## src/rtl/core/rrwi_pkg.sv

```systemverilog
`timescale 1ns / 1ps
// ----------------------------------------------------------------------------
// Rotating register window index package
// Request and result types, slot state layout and decode constants shared by
// the rotating register window index block.
// ----------------------------------------------------------------------------
package rrwi_pkg;

  // Request kinds.
  localparam logic KIND_WRITE  = 1'b0;
  localparam logic KIND_ACCESS = 1'b1;

  // Advance modes carried in bits 3:2 of an access code. Other codes hold.
  localparam logic [1:0] MODE_STEP  = 2'd1;
  localparam logic [1:0] MODE_SLIDE = 2'd2;

  // Access slot codes in bits 7:4 of an access code.
  localparam logic [3:0] CODE_DIRECT_LIMIT = 4'd2;
  localparam logic [3:0] CODE_HIGH_FIRST   = 4'd10;
  localparam logic [3:0] CODE_HIGH_LAST    = 4'd12;
  localparam logic [3:0] CODE_HIGH_OFFSET  = 4'd8;

  // Slots below this number carry their own inner window length.
  localparam logic [2:0] INNER_SLOTS = 3'd2;

  typedef struct packed {
    logic        kind;
    logic [2:0]  slot;
    logic [31:0] control_word;
    logic [7:0]  register_code;
  } req_t;

  typedef struct packed {
    logic [7:0] register_index;
    logic       slot_error;
  } rsp_t;

  typedef struct packed {
    logic [7:0] window_start;
    logic [7:0] window_end;
    logic [1:0] step_size;
    logic [7:0] inner_start;
    logic [7:0] inner_end;
    logic [7:0] current_index;
  } slot_state_t;

  typedef struct packed {
    logic       ok;
    logic [2:0] idx;
  } slot_map_t;

  // Maps an access code onto a slot number; ok is low for unknown codes.
  function automatic slot_map_t map_code(input logic [7:0] code);
    slot_map_t  m;
    logic [3:0] n;
    logic [3:0] d;
    n = code[7:4];
    d = n - CODE_HIGH_OFFSET;
    m.ok  = 1'b0;
    m.idx = 3'd0;
    if (n < CODE_DIRECT_LIMIT) begin
      m.ok  = 1'b1;
      m.idx = n[2:0];
    end else if (n >= CODE_HIGH_FIRST && n <= CODE_HIGH_LAST) begin
      m.ok  = 1'b1;
      m.idx = d[2:0];
    end
    return m;
  endfunction

endpackage

```

## src/rtl/core/rotating_register_window_index.sv

```systemverilog
`timescale 1ns / 1ps
// ----------------------------------------------------------------------------
// Rotating register window index
// Per-slot rotating windows over a matrix register file, with one index
// lookup and advance per request.
// ----------------------------------------------------------------------------
// The block takes one request every cycle unless a held result stalls it.
// The result of an access request passes through the update stage into the
// output register; write requests load a slot and give no result. All slot
// state lives in one small memory with a registered read port: a request
// reads its slot when it is accepted, and in the update stage the slot is
// updated and written back while the result is loaded into the output
// register. A request that reads the slot being written in the same cycle
// receives the new value through a bypass, so requests to the same slot may
// follow each other back to back. Throughput is one request per cycle,
// limited only by the single read-modify-write pass through the slot memory;
// a held result holds an access request in the update stage and, behind it,
// the request side. After reset every slot reads as all zeros at once, since
// each entry has a valid bit that reset clears; there is no clearing pass.
module rotating_register_window_index #(
  parameter int NUM_MATRIX_REGS = 128,
  parameter int NUM_SLOTS       = 5
) (
  input  logic          clk,
  input  logic          rst,
  input  logic          req_valid,
  output logic          req_stall,
  input  rrwi_pkg::req_t req,
  output logic          rsp_valid,
  input  logic          rsp_stall,
  output rrwi_pkg::rsp_t rsp
);
  import rrwi_pkg::*;

  localparam int          SLOT_W = (NUM_SLOTS > 1) ? $clog2(NUM_SLOTS) : 1;
  localparam logic [7:0]  NMR    = 8'(NUM_MATRIX_REGS);
  localparam logic [2:0]  NSLOTS = 3'(NUM_SLOTS);

  // Slot memory and its per-entry valid bits.
  slot_state_t            mem [NUM_SLOTS];
  logic [NUM_SLOTS-1:0]   entry_valid;

  // Update stage registers.
  logic                   s1_valid;
  req_t                   s1_req;
  logic                   s1_ok;
  logic [SLOT_W-1:0]      s1_addr;
  slot_state_t            rd_entry;

  // Request decode.
  slot_map_t              map;
  logic                   req_fire;
  logic                   s1_move;
  logic [SLOT_W-1:0]      rd_addr;

  // Write-back.
  logic                   mem_we;
  slot_state_t            wr_entry;
  logic                   s1_result;
  rsp_t                   rsp_next;
  logic                   rsp_valid_next;

  always_comb begin
    map      = map_code(req.register_code);
    map.ok   = map.ok && (map.idx < NSLOTS);
    rd_addr  = (req.kind == KIND_ACCESS) ? map.idx[SLOT_W-1:0] : req.slot[SLOT_W-1:0];
  end

  // The update stage moves unless it holds a result that the output cannot take.
  assign s1_result = s1_valid && (s1_req.kind == KIND_ACCESS);
  assign s1_move   = !s1_result || !rsp_valid || !rsp_stall;
  assign req_stall = !s1_move;
  assign req_fire  = req_valid && !req_stall;

  always_ff @(posedge clk) begin
    if (rst) begin
      s1_valid <= 1'b0;
    end else if (s1_move) begin
      s1_valid <= req_fire;
    end
  end

  // Request payload and the registered read with bypass from the write port.
  always_ff @(posedge clk) begin
    if (req_fire) begin
      s1_req  <= req;
      s1_ok   <= (req.kind == KIND_ACCESS) ? map.ok : (req.slot < NSLOTS);
      s1_addr <= rd_addr;
      if (mem_we && s1_addr == rd_addr) begin
        rd_entry <= wr_entry;
      end else if (entry_valid[rd_addr]) begin
        rd_entry <= mem[rd_addr];
      end else begin
        rd_entry <= '0;
      end
    end
  end

  // Next slot state for a write or an advancing access.
  always_comb begin
    logic [7:0] start;
    logic [7:0] st;
    logic [7:0] c;
    logic [7:0] is_v;
    logic [7:0] ie_v;
    logic [1:0] mode;
    start    = {1'b0, s1_req.control_word[6:0]};
    st       = {6'd0, rd_entry.step_size};
    mode     = s1_req.register_code[3:2];
    wr_entry = rd_entry;
    mem_we   = 1'b0;
    c        = rd_entry.current_index + st;
    is_v     = rd_entry.inner_start + st;
    ie_v     = rd_entry.inner_end + st;
    if (s1_req.kind == KIND_WRITE) begin
      wr_entry.window_start  = start;
      wr_entry.step_size     = s1_req.control_word[9:8];
      wr_entry.window_end    = start + s1_req.control_word[31:24];
      wr_entry.inner_start   = start;
      wr_entry.current_index = start;
      if (s1_req.slot < INNER_SLOTS) begin
        wr_entry.inner_end = start + {1'b0, s1_req.control_word[18:12]};
      end else begin
        wr_entry.inner_end = wr_entry.window_end;
      end
      mem_we = s1_valid && s1_move && s1_ok;
    end else if (mode == MODE_STEP) begin
      if (c >= NMR) begin
        c = c - NMR;
      end
      if (c == rd_entry.inner_end) begin
        c = rd_entry.inner_start;
      end
      if (c == rd_entry.window_end) begin
        c = rd_entry.window_start;
      end
      wr_entry.current_index = c;
      mem_we = s1_valid && s1_move && s1_ok;
    end else if (mode == MODE_SLIDE) begin
      if (is_v >= NMR) begin
        is_v = is_v - NMR;
      end
      if (is_v == rd_entry.window_end) begin
        is_v = rd_entry.window_start;
      end
      if (ie_v >= NMR) begin
        ie_v = ie_v - NMR;
      end
      if (ie_v > rd_entry.window_end) begin
        ie_v = rd_entry.window_start + st;
      end
      wr_entry.inner_start   = is_v;
      wr_entry.inner_end     = ie_v;
      wr_entry.current_index = is_v;
      mem_we = s1_valid && s1_move && s1_ok;
    end
  end

  always_ff @(posedge clk) begin
    if (mem_we) begin
      mem[s1_addr] <= wr_entry;
    end
  end

  always_ff @(posedge clk) begin
    if (rst) begin
      entry_valid <= '0;
    end else if (mem_we) begin
      entry_valid[s1_addr] <= 1'b1;
    end
  end

  // Output register: the index before any advance, or zero with the error flag.
  always_comb begin
    rsp_next.slot_error     = !s1_ok;
    rsp_next.register_index = s1_ok ? rd_entry.current_index : 8'd0;
    if (s1_result && s1_move) begin
      rsp_valid_next = 1'b1;
    end else if (!rsp_stall) begin
      rsp_valid_next = 1'b0;
    end else begin
      rsp_valid_next = rsp_valid;
    end
  end

  always_ff @(posedge clk) begin
    if (rst) begin
      rsp_valid <= 1'b0;
    end else begin
      rsp_valid <= rsp_valid_next;
    end
  end

  always_ff @(posedge clk) begin
    if (s1_result && s1_move) begin
      rsp <= rsp_next;
    end
  end

  // A new result only appears after an access request left the update stage.
  a_rsp_from_access: assert property (@(posedge clk) disable iff (rst)
    $rose(rsp_valid) |-> $past(s1_valid && s1_req.kind == KIND_ACCESS))
    else $error("result appeared without an access request");

  // A flagged request never reports an index.
  a_err_zero_index: assert property (@(posedge clk) disable iff (rst)
    (rsp_valid && rsp.slot_error) |-> (rsp.register_index == 8'd0))
    else $error("error result carries a nonzero index");

  // A held access request must not update its slot.
  a_no_write_when_held: assert property (@(posedge clk) disable iff (rst)
    (s1_result && rsp_valid && rsp_stall) |-> !mem_we)
    else $error("slot written while its result is held");

  // A stalled result side leaves the held result unchanged.
  a_held_result: assert property (@(posedge clk) disable iff (rst)
    (rsp_valid && rsp_stall) |=> (rsp_valid && $stable(rsp)))
    else $error("held result changed");

endmodule

```

## config.mk

```make
export PLATFORM = sky130hd
export DESIGN_NAME = rotating_register_window_index
export DESIGN_NICKNAME = d
export VERILOG_FILES = /design/src/rtl/core/rrwi_pkg.sv /design/src/rtl/core/rotating_register_window_index.sv
export SDC_FILE = /design/constraint.sdc
export NUM_CORES = 1
export LEC_CHECK = 0
export BUFFER_PORTS_ARGS = -buffer_cell sky130_fd_sc_hd__clkbuf_2
export CAP_MARGIN = 20
export CORE_ASPECT_RATIO = 0.7
export CORE_MARGIN = 1
export CORE_UTILIZATION = 35
export CTS_BUF_LIST = sky130_fd_sc_hd__clkbuf_8
export DETAILED_ROUTE_END_ITERATION = 8
export PLACE_DENSITY = 0.51
export SLEW_MARGIN = 20
export SYNTH_ARGS = -nofsm -noshare
export SYNTH_HDL_FRONTEND = slang
export SYNTH_SLANG_ARGS = --single-unit
```

## constraint.sdc

```tcl
create_clock -name clk -period 13.2 [get_ports clk]
set_clock_uncertainty 0.15 [all_clocks]
set_input_delay 1.32 -clock clk [delete_from_list [all_inputs] [get_ports clk]]
set_output_delay 1.32 -clock clk [all_outputs]
set_load 0.01 [all_outputs]
```

==> impl_metrics.csv <==
group,metric,value,unit
status,status,"finished, final reports clean",
critical_path,crit_required,13.48,ns
critical_path,worstPathMaxFanout,13,
sta,slew_headroom,33.5,%
clock_network,cts_root_buf,"clkbuf_8",
worst_hold_path,hp-start,"entry_valid[3]$_SDFFE_PP0P_",
clock_network,cts_hold_buffers,0,
pwr,power_density,133,mW/mm^2
synth,synthCells,1138,
detailed_routing,vias,9287,
pwr,swShare,25.7,%
sta,setup_viol,0,
critical_path,crit_cells,12,
critical_path,reg2reg_depth,12,
global_routing,grt_usage,17.4,%
sta,tns,0,ns
sta,finalHoldViolCount,0,
pwr,vdd_drop_max,0.0638,mV
clock_network,clk_pin_slew_worst_paths,0.07,ns
synth,synth-simple-area-share,10.7,%
floorplan,die-width,243,um
pwr,p_clk_share,35.9,%
worst_hold_path,hp-class,"reg -> reg",
clock_network,clk_path_buf_depth,3,
synth,muxShareOfSynthArea,1.59,%
floorplan,rows,61,
floorplan,coreArea,0.0399,sq mm
clock_network,post-cts-setup-buffers,0,
critical_path,crit_buf_inv,0,
finish,fin_nets,1264,
critical_path,critical_path.endpoint_type,"flip-flop",
critical_path,slowest_stage,"or4_1",
finish,fin_cells,1745,
synth,seq_area_frac_synth,62.9,%
sta,rsz0062_at_grt,"false",
detailed_routing,ant_nets,0,
job,cap_violations,0,
synth,synthFlopType,"edfxtp_1",
detailed_routing,routedWlPerCell,20.4,um
finish,drive_gt1_share,13.0,%
clock_network,postCtsResizedCells,0,
floorplan,initial_core_util,35.7,%
global_routing,grt_pass1_wl,55.1,mm
synth,synth_xor_area_share,3.98,%
pwr,intPower,1.57,mW
synth,synth-compound-area-share,14.4,%
pwr,p_comb_share,11.2,%
clock_network,cts_tree,"done",
detailed_routing,drc,0,
synth,synth_edf_count,294,
global_routing,grt_max_degree,76,
pwr,p_seq_share,52.9,%
sta,drv_slew,0,
sta,worst_slack,7.51,ns
synth,syn_area_per_cell,12.5,sq um
global_routing,grt-ovfl-total,0,
detailed_routing,wl,35.6,mm
critical_path,path_class,"reg -> reg",
critical_path,crit_family,"simple AND/OR/NAND/NOR gates",
clock_network,clk_latency,0.59,ns
critical_path,crit_arrival,5.97,ns
sta,fin_crit,5.69,ns
sta,worst_slew_pin_slew,0.991,ns
synth,synth_fa_ha_area_share,3.39,%
synth,synth_seq_cells,301,
sta,hold_slack,0.322,ns
placement,placed_cells_incl_taps,1667,
sta,fin_crit_sh,43.1,%
synth,syn_nets,1221,
clock_network,numCtsBuffers,47,
pwr,power_switching,0.543,mW
finish,synthToLayoutAreaGrowth,12.0,%
detailed_routing,drtPass1Iterations,5,
pwr,leakagePower,5.51,nW
floorplan,die_h,171,um
critical_path,path_cells,"ha_1, fa_1, xor2_1, nor3_1, nand3_1, or4_1, mux2_4, a221o_1, nor4_4, a2111oi_0, o31ai_1, o2bb2ai_1",
worst_hold_path,hold_path_depth,2,
placement,gp_congestion,0.830,
critical_path,slowest_delay,0.81,ns
sta,timing.fmax,176,MHz
placement,dpl.hpwl,21.6,mm
critical_path,cp-start-kind,"flip-flop",
clock_network,clock-sinks,301,
synth,async_reset_ff_share,0,%
synth,yosysUniqueCellTypes,66,
floorplan,io_pins,59,
synth,synth_area,0.0142,sq mm
clock_network,htreeDepth,2,
detailed_routing,drt_iter0_drc,824,
detailed_routing,viasPerCell,5.32,
critical_path,crit_start,"rd_entry[24]$_DFFE_PP_",
finish,fillers,3792,
placement,place_ws,7.49,ns
global_routing,grt_antenna_before_repair,0,
synth,yosysWarnings,0,
synth,synth_top_family_by_area,"compound AO/OA/AOI/OAI gates",
finish,antenna_cells,0,
global_routing,grt_pass1_vias,8985,
critical_path,r2r-start,"rd_entry[24]$_DFFE_PP_",
placement,portBuffers,48,
floorplan,die-area,0.0415,sq mm
[cells in the mapped netlist (all sizes together) (6+ instances only)]
cell type | count | area (sq um)
buf | 14 | 66.3
nor4 | 7 | 58.8
a31oi | 6 | 37.5
nand3 | 16 | 80.1
mux2 | 10 | 116
a21oi | 63 | 315
clkbuf | 57 | 214
and2 | 54 | 338
fa | 6 | 120
inv | 37 | 139
dfxtp | 7 | 140
o211ai | 7 | 52.6
nand2 | 153 | 574
a21o | 9 | 67.6
o21ai | 41 | 205
nor2b | 9 | 56.3
edfxtp | 294 | 8830
nor2 | 45 | 169
o21a | 8 | 60.1
xnor2 | 36 | 315
ha | 29 | 363
a311oi | 43 | 377
a211oi | 53 | 398
o2bb2ai | 21 | 184
and3 | 8 | 50.1
mux2i | 11 | 110
xor2 | 21 | 184
[through the flow]
stage | cell area [sq um] | util [%] | total power [mW]
finish | 16000 | 40.0 | 2.12
global route | 16000 | 40.0 | 2.21
CTS | 16000 | 40.0 | 2.14
detailed placement | 15100 | 37.8 | 1.38
global placement | 15100 | 37.8 | 1.37
floorplan | 14200 | - | 1.30
[routing by layer]
layer / vias up / global-route usage [%] / routed length (um)
li1: 4380 / - / -
met1: 4624 / 27.1 / 18400
met2: 240 / 24.7 / 14700
met3: 43 / 3.39 / 2080
met4: 0 / 4.02 / 440
met5: - / 0 / 0
[registers in the layout, summed over array words and instances (netlist names)]
signal	flops
entry_valid	5
mem	210
s1_req	29
s1_valid	1
s1_addr	3
rsp_valid	1
s1_ok	1
rd_entry	42
rsp	9
[path summary, 6_finish.rpt]
check | end | slack (ns)
min reg2reg | entry_valid[3]$_SDFFE_PP0P_ | 0.32
max | rd_entry[0]$_DFFE_PP_ | 7.51
max reg2reg | rd_entry[0]$_DFFE_PP_ | 7.51
min | entry_valid[3]$_SDFFE_PP0P_ | 0.32
[tightest hold or removal path, delay by kind of cell (launching register included)]
kind / cells / cell delay [ns]
flops: 1 / 0.33
simple gates: 2 / 0.11
[final cells by class]
class	instances	area (sq um)	area share, %
tap	535	669	4.19
clock inverter	26	158	0.988
inverter	38	143	0.894
clock buffer	52	716	4.48
sequential	301	8970	56.2
timing repair buffer	65	372	2.33
multi-input combinational	728	4940	30.9
[cell families (layout without fill, tap and decap cells)]
kind of cell | count (synthesis) | count (layout)
compound gates | 290 | 290
flops | 301 | 301
simple gates | 322 | 322
xor+xnor | 60 | 60
mux | 21 | 21
buf+inv | 109 | 181
fa+ha+maj | 35 | 35
[power groups by stage]
stage | sequential [mW] | clock (mW) | combinational (mW)
floorplan | 1.12 | 0 | 0.173
global route | 1.12 | 0.822 | 0.267
detailed placement | 1.14 | 0 | 0.239
global placement | 1.14 | 0 | 0.236
finish | 1.12 | 0.759 | 0.238
CTS | 1.12 | 0.781 | 0.240
[layout by cell type, fill, tap and decap left out, drive strengths merged, types with 6 or more instances in the layout]
master   netlist  routed
o21a           8       8
and3           8       8
clkinv         1      12
a311oi        43      43
and2          54      54
edfxtp       294     294
a211oi        53      53
buf           14      17
fa             6       6
nand2        153     153
inv           37      50
o21ai         41      41
a21o           9       9
mux2          10      10
o2bb2ai       21      21
o211ai         7       7
nor2          45      45
nor4           7       7
clkbuf        57     100
nor2b          9       9
xor2          21      21
a21oi         63      63
a31oi          6       6
xnor2         36      36
nand3         16      16
ha            29      29
dfxtp          7       7
mux2i         11      11
No activity file was read; power rests on OpenSTA's default activity.
